## config.mk

```make
export PLATFORM = sky130hd
export DESIGN_NAME = filter_cutoff_step_tuner
export DESIGN_NICKNAME = d
export VERILOG_FILES = /design/src/sv/fcst_pkg.sv /design/src/sv/filter_cutoff_step_tuner.sv /design/src/sv/fcst_csr.sv /design/src/sv/fcst_step.sv
export SDC_FILE = /design/constraint.sdc
export NUM_CORES = 1
export LEC_CHECK = 0
export ABC_CLOCK_PERIOD_IN_PS = 13850
export BUFFER_PORTS_ARGS = -buffer_cell sky130_fd_sc_hd__buf_2
export CORE_MARGIN = 4
export CORE_UTILIZATION = 45
export CTS_BUF_LIST = sky130_fd_sc_hd__clkbuf_8
export DETAILED_ROUTE_END_ITERATION = 10
export SYNTH_ARGS = -nofsm -noshare
export SYNTH_HDL_FRONTEND = slang
export SYNTH_SLANG_ARGS = --single-unit
```

## constraint.sdc

```tcl
create_clock -name clock -period 13.85 [get_ports clock]
set_input_delay 1.385 -clock clock [delete_from_list [all_inputs] [get_ports clock]]
set_output_delay 1.385 -clock clock [all_outputs]
set_load 0.03 [all_outputs]
```

## src/sv/fcst_pkg.sv

```systemverilog
// Shared types, constants and step helpers for the filter cutoff step tuner.
// Used by fcst_csr, fcst_step and filter_cutoff_step_tuner; no dependencies.
`timescale 1ns / 1ps
`default_nettype none

package fcst_pkg;

   // Field widths
   localparam int CUT_W   = 10;
   localparam int STEP_W  = 8;
   localparam int PEAK_W  = 16;
   localparam int NOISE_W = 32;
   localparam int IDX_W   = 3;

   // Resonance test: peak above 30 Hz in Q12.4, cutoff above 0.7 * peak
   localparam logic [PEAK_W-1:0] RES_MIN_Q4 = 16'd480;
   localparam int PROD_W   = 19;
   localparam int PEAK_NUM = 7;
   localparam int CUT_DEN  = 160;

   // Noise ratio test: goal must exceed 0.1 in Q16.16, bands at 0.8 and 1.2
   localparam logic [NOISE_W-1:0] GOAL_MIN_Q16 = 32'd6553;
   localparam int RATIO_W   = NOISE_W + 3;
   localparam int NOW_MUL   = 5;
   localparam int LOW_MUL   = 4;
   localparam int HIGH_MUL  = 6;

   // Register reset values
   localparam logic [STEP_W-1:0] RST_STEP       = 8'd10;
   localparam logic [CUT_W-1:0]  RST_DTERM1_MIN = 10'd37;
   localparam logic [CUT_W-1:0]  RST_DTERM1_MAX = 10'd112;
   localparam logic [CUT_W-1:0]  RST_DTERM2_MIN = 10'd75;
   localparam logic [CUT_W-1:0]  RST_DTERM2_MAX = 10'd225;
   localparam logic [CUT_W-1:0]  RST_GYRO1_MIN  = 10'd125;
   localparam logic [CUT_W-1:0]  RST_GYRO1_MAX  = 10'd375;
   localparam logic [CUT_W-1:0]  RST_GYRO2_MAX  = 10'd750;

   typedef enum logic [IDX_W-1:0] {
      CSR_STEP       = 3'd0,
      CSR_DTERM1_MIN = 3'd1,
      CSR_DTERM1_MAX = 3'd2,
      CSR_DTERM2_MIN = 3'd3,
      CSR_DTERM2_MAX = 3'd4,
      CSR_GYRO1_MIN  = 3'd5,
      CSR_GYRO1_MAX  = 3'd6,
      CSR_GYRO2_MAX  = 3'd7
   } fcst_csr_idx_type;

   typedef enum logic [2:0] {
      RSN_RESONANCE  = 3'd0,
      RSN_NOISE_LOW  = 3'd1,
      RSN_NOISE_HIGH = 3'd2,
      RSN_AT_LIMIT   = 3'd3,
      RSN_NOISE_OK   = 3'd4
   } fcst_reason_type;

   typedef struct packed {
      logic [STEP_W-1:0] step;
      logic [CUT_W-1:0]  dterm1_min;
      logic [CUT_W-1:0]  dterm1_max;
      logic [CUT_W-1:0]  dterm2_min;
      logic [CUT_W-1:0]  dterm2_max;
      logic [CUT_W-1:0]  gyro1_min;
      logic [CUT_W-1:0]  gyro1_max;
      logic [CUT_W-1:0]  gyro2_max;
   } fcst_cfg_type;

   typedef struct packed {
      logic               resonance_seen;
      logic [PEAK_W-1:0]  peak_freq_q4;
      logic [NOISE_W-1:0] noise_now_q16;
      logic [NOISE_W-1:0] noise_goal_q16;
      logic [CUT_W-1:0]   gyro_first_static_hz;
      logic [CUT_W-1:0]   gyro_first_dyn_hz;
      logic [CUT_W-1:0]   gyro_second_hz;
      logic [CUT_W-1:0]   dterm_first_static_hz;
      logic [CUT_W-1:0]   dterm_first_dyn_hz;
      logic [CUT_W-1:0]   dterm_second_hz;
   } fcst_req_type;

   typedef struct packed {
      logic              any_changed;
      fcst_reason_type   reason_code;
      logic [CUT_W-1:0]  gyro_first_static_hz;
      logic [CUT_W-1:0]  gyro_first_dyn_hz;
      logic [CUT_W-1:0]  gyro_second_hz;
      logic [CUT_W-1:0]  dterm_first_static_hz;
      logic [CUT_W-1:0]  dterm_first_dyn_hz;
      logic [CUT_W-1:0]  dterm_second_hz;
   } fcst_rsp_type;

   // Lower a cutoff by one step without wrapping, then clamp to the minimum
   function automatic logic [CUT_W-1:0] step_down(
      input logic [CUT_W-1:0]  cut,
      input logic [STEP_W-1:0] step,
      input logic [CUT_W-1:0]  lo
   );
      logic [CUT_W-1:0] step_ext;
      logic [CUT_W-1:0] v;
      step_ext = {{(CUT_W-STEP_W){1'b0}}, step};
      v = (cut > step_ext) ? (cut - step_ext) : '0;
      return (v > lo) ? v : lo;
   endfunction

   // Raise a cutoff by one step, then clamp to the maximum
   function automatic logic [CUT_W-1:0] step_up(
      input logic [CUT_W-1:0]  cut,
      input logic [STEP_W-1:0] step,
      input logic [CUT_W-1:0]  hi
   );
      logic [CUT_W:0] v;
      v = {1'b0, cut} + {{(CUT_W+1-STEP_W){1'b0}}, step};
      return (v < {1'b0, hi}) ? v[CUT_W-1:0] : hi;
   endfunction

   // Cutoff sits above 0.7 times the peak (both sides scaled to integers)
   function automatic logic above_peak(
      input logic [CUT_W-1:0]  cut,
      input logic [PROD_W-1:0] peak7
   );
      logic [PROD_W-1:0] cut160;
      cut160 = PROD_W'(cut) * PROD_W'(CUT_DEN);
      return cut160 > peak7;
   endfunction

endpackage

`default_nettype wire

```

## src/sv/filter_cutoff_step_tuner.sv

```systemverilog
// Top level of the filter cutoff step tuner: request register, decision
// logic, result register. Depends on fcst_pkg, fcst_csr and fcst_step.
`timescale 1ns / 1ps
`default_nettype none

// Takes one request per clock and returns one result per request, in order,
// passing through the request register, the step decision and then the result
// register. Throughput is one request per cycle for
// as long as the result side does not stall; req_stall follows rsp_stall in
// the same cycle only when both registers are full. Registers are written
// through csr_we/csr_index/csr_wdata and should change only while no request
// is in flight.
module filter_cutoff_step_tuner
   import fcst_pkg::*;
(
   input  wire logic               clock,
   input  wire logic               reset,
   // configuration
   input  wire logic               csr_we,
   input  wire logic [IDX_W-1:0]   csr_index,
   input  wire logic [CUT_W-1:0]   csr_wdata,
   // request channel
   input  wire logic               req_valid,
   output logic                    req_stall,
   input  wire logic               req_resonance_seen,
   input  wire logic [PEAK_W-1:0]  req_peak_freq_q4,
   input  wire logic [NOISE_W-1:0] req_noise_now_q16,
   input  wire logic [NOISE_W-1:0] req_noise_goal_q16,
   input  wire logic [CUT_W-1:0]   req_gyro_first_static_hz,
   input  wire logic [CUT_W-1:0]   req_gyro_first_dyn_hz,
   input  wire logic [CUT_W-1:0]   req_gyro_second_hz,
   input  wire logic [CUT_W-1:0]   req_dterm_first_static_hz,
   input  wire logic [CUT_W-1:0]   req_dterm_first_dyn_hz,
   input  wire logic [CUT_W-1:0]   req_dterm_second_hz,
   // result channel
   output logic                    rsp_valid,
   input  wire logic               rsp_stall,
   output logic                    rsp_any_changed,
   output logic [2:0]              rsp_reason_code,
   output logic [CUT_W-1:0]        rsp_new_gyro_first_static_hz,
   output logic [CUT_W-1:0]        rsp_new_gyro_first_dyn_hz,
   output logic [CUT_W-1:0]        rsp_new_gyro_second_hz,
   output logic [CUT_W-1:0]        rsp_new_dterm_first_static_hz,
   output logic [CUT_W-1:0]        rsp_new_dterm_first_dyn_hz,
   output logic [CUT_W-1:0]        rsp_new_dterm_second_hz
);

   fcst_cfg_type cfg;
   fcst_req_type req_in;
   fcst_req_type req_ff;
   logic         req_valid_ff;
   logic         req_valid_in;
   fcst_rsp_type rsp_in;
   fcst_rsp_type rsp_ff;
   logic         rsp_valid_ff;
   logic         rsp_valid_in;
   logic         adv_req;
   logic         adv_rsp;

   fcst_csr u_csr (
      .clock     (clock),
      .reset     (reset),
      .csr_we    (csr_we),
      .csr_index (csr_index),
      .csr_wdata (csr_wdata),
      .cfg       (cfg)
   );

   fcst_step u_step (
      .req (req_ff),
      .cfg (cfg),
      .rsp (rsp_in)
   );

   // Gather the request fields
   always_comb begin
      req_in.resonance_seen        = req_resonance_seen;
      req_in.peak_freq_q4          = req_peak_freq_q4;
      req_in.noise_now_q16         = req_noise_now_q16;
      req_in.noise_goal_q16        = req_noise_goal_q16;
      req_in.gyro_first_static_hz  = req_gyro_first_static_hz;
      req_in.gyro_first_dyn_hz     = req_gyro_first_dyn_hz;
      req_in.gyro_second_hz        = req_gyro_second_hz;
      req_in.dterm_first_static_hz = req_dterm_first_static_hz;
      req_in.dterm_first_dyn_hz    = req_dterm_first_dyn_hz;
      req_in.dterm_second_hz       = req_dterm_second_hz;
   end

   // Advance each stage when the one after it can take its contents
   assign adv_rsp      = !rsp_valid_ff || !rsp_stall;
   assign adv_req      = !req_valid_ff || adv_rsp;
   assign req_stall    = !adv_req;
   assign req_valid_in = adv_req ? req_valid : req_valid_ff;
   assign rsp_valid_in = adv_rsp ? req_valid_ff : rsp_valid_ff;

   // Stage valid bits
   always_ff @(posedge clock) begin
      if (reset) begin
         req_valid_ff <= 1'b0;
         rsp_valid_ff <= 1'b0;
      end else begin
         req_valid_ff <= req_valid_in;
         rsp_valid_ff <= rsp_valid_in;
      end
   end

   // Stage payloads: load on advance, hold otherwise
   always_ff @(posedge clock) begin
      if (adv_req && req_valid) begin
         req_ff <= req_in;
      end
      if (adv_rsp && req_valid_ff) begin
         rsp_ff <= rsp_in;
      end
   end

   // Drive the result ports
   assign rsp_valid                     = rsp_valid_ff;
   assign rsp_any_changed               = rsp_ff.any_changed;
   assign rsp_reason_code               = rsp_ff.reason_code;
   assign rsp_new_gyro_first_static_hz  = rsp_ff.gyro_first_static_hz;
   assign rsp_new_gyro_first_dyn_hz     = rsp_ff.gyro_first_dyn_hz;
   assign rsp_new_gyro_second_hz        = rsp_ff.gyro_second_hz;
   assign rsp_new_dterm_first_static_hz = rsp_ff.dterm_first_static_hz;
   assign rsp_new_dterm_first_dyn_hz    = rsp_ff.dterm_first_dyn_hz;
   assign rsp_new_dterm_second_hz       = rsp_ff.dterm_second_hz;

   // Both stages empty right after reset
   a_reset_empty : assert property (@(posedge clock)
      reset |=> (!rsp_valid_ff && !req_valid_ff))
      else $error("pipeline not empty after reset");

   // A step is only reported with a resonance or noise reason
   a_changed_reason : assert property (@(posedge clock) disable iff (reset)
      (rsp_valid_ff && rsp_ff.any_changed) |->
         (rsp_ff.reason_code == RSN_RESONANCE || rsp_ff.reason_code == RSN_NOISE_LOW
          || rsp_ff.reason_code == RSN_NOISE_HIGH))
      else $error("step reported with wrong reason");

   // No step means at limit or noise ok
   a_idle_reason : assert property (@(posedge clock) disable iff (reset)
      (rsp_valid_ff && !rsp_ff.any_changed) |->
         (rsp_ff.reason_code == RSN_AT_LIMIT || rsp_ff.reason_code == RSN_NOISE_OK))
      else $error("no step but step reason");

   // Full pipeline with a stalled result must back-pressure the request side
   a_full_stall : assert property (@(posedge clock) disable iff (reset)
      (req_valid_ff && rsp_valid_ff && rsp_stall) |-> req_stall)
      else $error("request accepted into full pipeline");

   // A stalled result register keeps its request queued behind it
   a_hold_queued : assert property (@(posedge clock) disable iff (reset)
      (req_valid_ff && rsp_valid_ff && rsp_stall) |=> req_valid_ff)
      else $error("queued request lost");

endmodule

`default_nettype wire

```

## src/sv/fcst_csr.sv

```systemverilog
// Configuration registers of the filter cutoff step tuner.
// Depends on fcst_pkg for the register index codes and reset values.
`timescale 1ns / 1ps
`default_nettype none

module fcst_csr
   import fcst_pkg::*;
(
   input  wire logic                clock,
   input  wire logic                reset,
   input  wire logic                csr_we,
   input  wire logic [IDX_W-1:0]    csr_index,
   input  wire logic [CUT_W-1:0]    csr_wdata,
   output fcst_cfg_type             cfg
);

   fcst_cfg_type cfg_ff;
   fcst_cfg_type cfg_in;

   // Decode the write onto one register
   always_comb begin
      cfg_in = cfg_ff;
      if (csr_we) begin
         unique case (fcst_csr_idx_type'(csr_index))
            CSR_STEP:       cfg_in.step       = csr_wdata[STEP_W-1:0];
            CSR_DTERM1_MIN: cfg_in.dterm1_min = csr_wdata;
            CSR_DTERM1_MAX: cfg_in.dterm1_max = csr_wdata;
            CSR_DTERM2_MIN: cfg_in.dterm2_min = csr_wdata;
            CSR_DTERM2_MAX: cfg_in.dterm2_max = csr_wdata;
            CSR_GYRO1_MIN:  cfg_in.gyro1_min  = csr_wdata;
            CSR_GYRO1_MAX:  cfg_in.gyro1_max  = csr_wdata;
            CSR_GYRO2_MAX:  cfg_in.gyro2_max  = csr_wdata;
            default:        cfg_in = cfg_ff;
         endcase
      end
   end

   // Hold the registers, load reset values
   always_ff @(posedge clock) begin
      if (reset) begin
         cfg_ff.step       <= RST_STEP;
         cfg_ff.dterm1_min <= RST_DTERM1_MIN;
         cfg_ff.dterm1_max <= RST_DTERM1_MAX;
         cfg_ff.dterm2_min <= RST_DTERM2_MIN;
         cfg_ff.dterm2_max <= RST_DTERM2_MAX;
         cfg_ff.gyro1_min  <= RST_GYRO1_MIN;
         cfg_ff.gyro1_max  <= RST_GYRO1_MAX;
         cfg_ff.gyro2_max  <= RST_GYRO2_MAX;
      end else begin
         cfg_ff <= cfg_in;
      end
   end

   assign cfg = cfg_ff;

endmodule

`default_nettype wire

```

## src/sv/fcst_step.sv

```systemverilog
// Combinational decision of the filter cutoff step tuner: picks at most one
// cutoff to step and the reason code. Depends on fcst_pkg.
`timescale 1ns / 1ps
`default_nettype none

module fcst_step
   import fcst_pkg::*;
(
   input  wire fcst_req_type req,
   input  wire fcst_cfg_type cfg,
   output fcst_rsp_type      rsp
);

   logic              gdyn;
   logic              ddyn;
   logic [CUT_W-1:0]  g1;
   logic [CUT_W-1:0]  d1;
   logic [CUT_W-1:0]  g1_new;
   logic [CUT_W-1:0]  d1_new;
   logic [CUT_W-1:0]  d2_new;
   logic [CUT_W-1:0]  g2_new;
   logic [PROD_W-1:0] peak7;
   logic              res_active;
   logic              res_d1;
   logic              res_d2;
   logic              res_g1;
   logic [RATIO_W-1:0] now5;
   logic [RATIO_W-1:0] goal4;
   logic [RATIO_W-1:0] goal6;
   logic              goal_big;
   logic              noise_low;
   logic              noise_high;
   logic              changed;
   fcst_reason_type   reason;

   // Working first-stage cutoffs: dynamic when static is off and dynamic set
   assign gdyn = (req.gyro_first_static_hz == '0) && (req.gyro_first_dyn_hz != '0);
   assign ddyn = (req.dterm_first_static_hz == '0) && (req.dterm_first_dyn_hz != '0);
   assign g1   = gdyn ? req.gyro_first_dyn_hz : req.gyro_first_static_hz;
   assign d1   = ddyn ? req.dterm_first_dyn_hz : req.dterm_first_static_hz;

   // Resonance candidates above 0.7 times the peak
   assign peak7      = PROD_W'(req.peak_freq_q4) * PROD_W'(PEAK_NUM);
   assign res_active = req.resonance_seen && (req.peak_freq_q4 > RES_MIN_Q4);
   assign res_d1     = (d1 > cfg.dterm1_min) && above_peak(d1, peak7);
   assign res_d2     = (req.dterm_second_hz > cfg.dterm2_min)
                       && (req.dterm_second_hz != '0)
                       && above_peak(req.dterm_second_hz, peak7);
   assign res_g1     = (g1 != '0) && (g1 > cfg.gyro1_min) && above_peak(g1, peak7);

   // Noise ratio bands by cross-multiplication
   assign now5       = RATIO_W'(req.noise_now_q16) * RATIO_W'(NOW_MUL);
   assign goal4      = RATIO_W'(req.noise_goal_q16) * RATIO_W'(LOW_MUL);
   assign goal6      = RATIO_W'(req.noise_goal_q16) * RATIO_W'(HIGH_MUL);
   assign goal_big   = req.noise_goal_q16 > GOAL_MIN_Q16;
   assign noise_low  = goal_big && (now5 < goal4);
   assign noise_high = goal_big && (now5 > goal6);

   // Pick one cutoff in priority order
   always_comb begin
      d1_new  = d1;
      d2_new  = req.dterm_second_hz;
      g1_new  = g1;
      g2_new  = req.gyro_second_hz;
      changed = 1'b0;
      reason  = RSN_NOISE_OK;
      if (res_active && (res_d1 || res_d2 || res_g1)) begin
         changed = 1'b1;
         reason  = RSN_RESONANCE;
         if (res_d1) begin
            d1_new = step_down(d1, cfg.step, cfg.dterm1_min);
         end else if (res_d2) begin
            d2_new = step_down(req.dterm_second_hz, cfg.step, cfg.dterm2_min);
         end else begin
            g1_new = step_down(g1, cfg.step, cfg.gyro1_min);
         end
      end else if (noise_low) begin
         changed = 1'b1;
         reason  = RSN_NOISE_LOW;
         if ((d1 != '0) && (d1 < cfg.dterm1_max)) begin
            d1_new = step_up(d1, cfg.step, cfg.dterm1_max);
         end else if ((req.dterm_second_hz < cfg.dterm2_max)
                      && (req.dterm_second_hz != '0)) begin
            d2_new = step_up(req.dterm_second_hz, cfg.step, cfg.dterm2_max);
         end else if ((g1 != '0) && (g1 < cfg.gyro1_max)) begin
            g1_new = step_up(g1, cfg.step, cfg.gyro1_max);
         end else if ((req.gyro_second_hz != '0)
                      && (req.gyro_second_hz < cfg.gyro2_max)) begin
            g2_new = step_up(req.gyro_second_hz, cfg.step, cfg.gyro2_max);
         end else begin
            changed = 1'b0;
            reason  = RSN_AT_LIMIT;
         end
      end else if (noise_high) begin
         changed = 1'b1;
         reason  = RSN_NOISE_HIGH;
         if (d1 > cfg.dterm1_min) begin
            d1_new = step_down(d1, cfg.step, cfg.dterm1_min);
         end else if ((req.dterm_second_hz > cfg.dterm2_min)
                      && (req.dterm_second_hz != '0)) begin
            d2_new = step_down(req.dterm_second_hz, cfg.step, cfg.dterm2_min);
         end else if ((g1 != '0) && (g1 > cfg.gyro1_min)) begin
            g1_new = step_down(g1, cfg.step, cfg.gyro1_min);
         end else begin
            changed = 1'b0;
            reason  = RSN_AT_LIMIT;
         end
      end
   end

   // Write first stages back to whichever field is working
   always_comb begin
      rsp.any_changed           = changed;
      rsp.reason_code           = reason;
      rsp.gyro_first_static_hz  = gdyn ? req.gyro_first_static_hz : g1_new;
      rsp.gyro_first_dyn_hz     = gdyn ? g1_new : req.gyro_first_dyn_hz;
      rsp.gyro_second_hz        = g2_new;
      rsp.dterm_first_static_hz = ddyn ? req.dterm_first_static_hz : d1_new;
      rsp.dterm_first_dyn_hz    = ddyn ? d1_new : req.dterm_first_dyn_hz;
      rsp.dterm_second_hz       = d2_new;
   end

endmodule

`default_nettype wire
```

==> results.rst <==
.. list-table::
   :header-rows: 1

   * - Metric
     - Value
   * - Count of input and output buffers
     - 224
   * - Pins over their slew limit
     - 0
   * - Post-synthesis register bit count
     - roughly 290
   * - Worst-case clock buffer depth
     - 3
   * - CP Data Arrival Time
     - 8.02 ns
   * - Critical path's most frequent cell
     - ha_1
   * - Overall power after layout
     - 0.00327 W
   * - Number of vias in the routed layout
     - 23000
   * - Setup clock skew after layout
     - 0.0535 ns
   * - Required time at the worst-slack endpoint
     - 14.28 ns
   * - Run status
     - completed
   * - Synth Warn #
     - 0
   * - Cell count after synthesis
     - between 2000 and 3000
   * - Root cell of the clock tree
     - clkbuf_8
   * - Fmax
     - 0.132 GHz
   * - TritonCTS clock tree
     - done
   * - Reg2reg end
     - rsp_new_gyro_second_hz[8]
   * - Cts bufs inserted
     - 53
   * - Post-CTS Hold Buffers
     - 0
   * - Worst hold stages
     - 2
   * - Setup TNS
     - 0 ns
   * - Number of buffers added for setup after CTS
     - 0
   * - Area delta synth->final
     - 11.7%
   * - Setup violators final
     - 0
   * - Setup CP Type
     - flop to flop
   * - Number of placed I/O pins
     - between 200 and 250
   * - Power per cell area
     - 112 nW/um2
   * - Kind of end point of the critical path
     - flop
   * - Fraction of final layout cells sized beyond drive strength 1
     - between 10% and 20%
   * - Die boundary height
     - between 200 and 250 um
   * - Post-DR wirelength/cell
     - around 21 um
   * - Top Usage Layer GRT
     - met2
   * - Worst-skew pair later-pin latency
     - 0.68 ns
   * - Critical R2R Launch
     - req_ff[95]
   * - Kind of launch point of the worst setup path
     - flop
   * - Cell count of the worst reg-to-reg path
     - 24
   * - Number of rows in the core area
     - 88
   * - CP max stage cell
     - nor4b_4
   * - Seq/Total Area, Yosys
     - 29.6%
   * - Unrepaired setup endpoints after global routing
     - false
   * - Predominant post-synthesis flop cell
     - edfxtp_1
   * - Count of endpoints failing hold in the final timing report
     - 0
   * - Count of distinct cell types in the synthesized netlist
     - 89
   * - Nets
     - 3757
   * - Max-cap violations
     - 0
   * - Share of flip-flops with an asynchronous set or reset after synthesis
     - 0%
   * - Antenna violations before repair
     - 2
   * - Remaining Overflow, GRT
     - 0
   * - Largest net degree at the start of global routing
     - 81
   * - Starting density of the core
     - 45.4%
   * - Core ar.
     - 57700 um2
   * - Worst min-delay path category
     - flop to flop
   * - Actual slew at the worst max-slew pin
     - 1.14 ns
   * - Global Route Usage Sum
     - 25.5%
   * - Biggest cell delay along the critical path
     - 0.93 ns
   * - Total DRC errors in the routed layout
     - 0
   * - Cells along the critical path
     - ha_1 > ha_1 > fa_1 > a21o_1 > a31oi_1 > a21boi_0 > o211a_1 > o31ai_1 > a2111oi_0 > nor4_1 > nor2_1 > xor2_1 > ha_1 > o21ai_0 > nor2_1 > nor4_1 > nand3_1 > a211o_1 > a311oi_4 > buf_4 > nand2_2 > nor4b_4 > o21ai_1 > a221o_1
   * - HPWL after detailed placement
     - 64.9 mm
   * - Highest fanout seen on the critical path
     - 19
   * - Post-synth EDFFs
     - 205
   * - GR Util met3
     - under 10%
   * - Post-synthesis instance area
     - 26200 um2
   * - Hold path endpoint
     - u_csr.cfg[51]
   * - Post-cts resize count
     - 0
   * - Hold Path Origin
     - u_csr.cfg[51]
   * - H-tree depth reported by CTS
     - 2
   * - Peak supply drop
     - roughly 0.072 mV
   * - Detailed Route Iter0 Violations
     - between 1500 and 2000
   * - Global routing met2 resource utilization
     - 42.6%
   * - Final critical delay including setup and external delays
     - 7.60 ns
   * - Routing usage on met1
     - ~34%
   * - Post-synthesis average cell area
     - 9.15 um2
   * - Slew Limit Headroom
     - 23.4%
   * - Residual antenna-violating net count after detailed routing
     - 0
   * - Global-route wire length before repair
     - 127 mm
   * - Number of clock sinks
     - 285
   * - 1st-pass router iterations
     - 7
   * - Worst reg-to-reg setup slack
     - 6.25 ns
   * - Die outline width
     - around 250 um
   * - Die area
     - 62200 um2
   * - Number of nets produced by synthesis
     - 3532
   * - CTS clock-pin slew for the worst setup and hold paths
     - ~0.070 ns
   * - Via count of the first global-routing pass
     - about 23000
   * - Number of vias per cell
     - approximately 5.9
   * - LEAKAGE
     - about 13 nW
   * - Aggregate routed wire length
     - 82.3 mm
   * - Final Wtd Congestion
     - 0.946
   * - Post-route fraction of the period consumed by the critical path
     - 54.9%
critical path: cells and delay by family, from the launching register on:
kind / cells / cell delay (ns)
simple gates: 7 / 2.34
buf+inv: 1 / 0.27
flops: 1 / 0.42
fa+ha+maj: 4 / 1.25
xor+xnor: 1 / 0.24
compound gates: 11 / 2.80
through the flow:
stage	util, %	std cells	hold WS, ns	setup slack, ns	instance area, um2
finish	50.8	3900	0.462	6.25	29300
global route	50.7	3899	0.487	5.77	29300
CTS	50.7	3897	0.461	6.39	29300
detailed placement	48.8	3801	0.452	6.41	28200
global placement	48.8	3801	0.444	6.43	28200
floorplan	-	2866	0.436	5.30	26200
sequential cells by signal, summed over array words and instances, names as in the netlist:
register and flops:
req_ff 141, req_valid_ff 1, rsp_any_changed 1, rsp_new_dterm_first_dyn_hz 10, rsp_new_dterm_first_static_hz 10, rsp_new_dterm_second_hz 10
rsp_new_gyro_first_dyn_hz 10, rsp_new_gyro_first_static_hz 10, rsp_new_gyro_second_hz 10, rsp_reason_code 3, rsp_valid 1, u_csr.cfg 78
cell usage in the layout (no fill, tap or decap), drive strengths merged, types with 26 or more instances in the layout:
cell      n
fa       28
nor3     57
xor2     41
clkbuf   55
a21oi   264
o21bai   26
ha      479
edfxtp  205
dfxtp    80
mux2i    35
a21o     77
a31oi    40
buf     242
a211o    32
nand3    63
nand4    36
inv     229
nand2b   40
a211oi   33
xnor2    90
nor2    232
o21a     30
o21ai   126
nor2b    42
nand2   219
power by group:
group | leakage, nW | internal (W) | switching (W) | total [W]
Clock | 0.611 | 0.000468 | 0.000390 | 0.000859
Sequential | 2.63 | 0.000987 | 0.0000487 | 0.00104
Combinational | 9.86 | 0.000524 | 0.000855 | 0.00138
worst max-delay path by stage:
stage                          start                        end  slack [ns]  depth (start not counted)
final                     req_ff[95]  rsp_new_gyro_second_hz[8]        6.25                         24
after global routing      req_ff[95]  rsp_new_gyro_second_hz[8]        5.77                         24
after CTS                 req_ff[95]  rsp_new_gyro_second_hz[8]        6.39                         24
after detailed placement  req_ff[95]  rsp_new_gyro_second_hz[8]        6.41                         24
after global placement    req_ff[93]  rsp_new_gyro_second_hz[8]        6.43                         24
after floorplan            rsp_stall                  req_ff[0]        5.30                          2
layout make-up:
class | instances | area, um2
clock buffers | 55 | 757
multi-input cells | 2296 | 17400
diodes | 3 | 7.51
fillers | 5481 | 28400
repair buffers | 242 | 1260
clock inverters | 41 | 347
well taps | 765 | 957
flip-flops and latches | 285 | 7760
inverters | 213 | 800
kinds of logic (layout without fill, tap and decap cells):
| kind of cell | after synthesis | count (layout) | share of synthesized area, % |
|---|---|---|---|
| AOI/OAI and AO/OA | 799 | 799 | 20.0 |
| xor gates and xnor gates | 131 | 131 | 4.38 |
| adders and majority gates | 507 | 507 | 25.0 |
| buffers and inverters | 285 | 551 | 4.17 |
| DFF | 285 | 285 | 29.6 |
| muxes | 53 | 53 | 2.11 |
| other | 0 | 3 | 0 |
| and+or+nand+nor | 806 | 806 | 14.8 |
layer usage:
metal	share of wire [%]	wire length, um
met4	3.1	2580
met3	6.4	5260
met5	0	0
met2	46	38100
met1	44	36300
synth_stat cells (9+ instances only):
master	count	area, um2
a211oi_1	32	240
a21o_1	77	578
clkbuf_1	56	210
nand3b_1	20	150
and3_1	21	131
a221oi_1	19	166
or2_2	9	56.3
xor2_1	41	359
edfxtp_1	205	6160
nor2_1	230	863
nand4_1	36	225
mux2_2	18	203
a31oi_1	38	238
nor2b_1	42	263
nand3_1	63	315
xnor2_1	90	788
ha_1	479	5990
and4_1	9	78.8
nor3_1	55	275
and2_1	15	93.8
a21oi_1	264	1320
mux2i_1	35	350
o31a_1	11	96.3
inv_1	211	792
nand2b_1	40	250
o22ai_1	15	93.8
o21bai_1	26	195
a211o_1	32	280
nor4_1	20	125
o31ai_1	17	128
dfxtp_1	80	1600
nand2_1	218	818
o21a_1	30	225
o211ai_1	18	135
fa_1	28	561
o21ai_0	119	596
(Power assumes the default switching activity.)
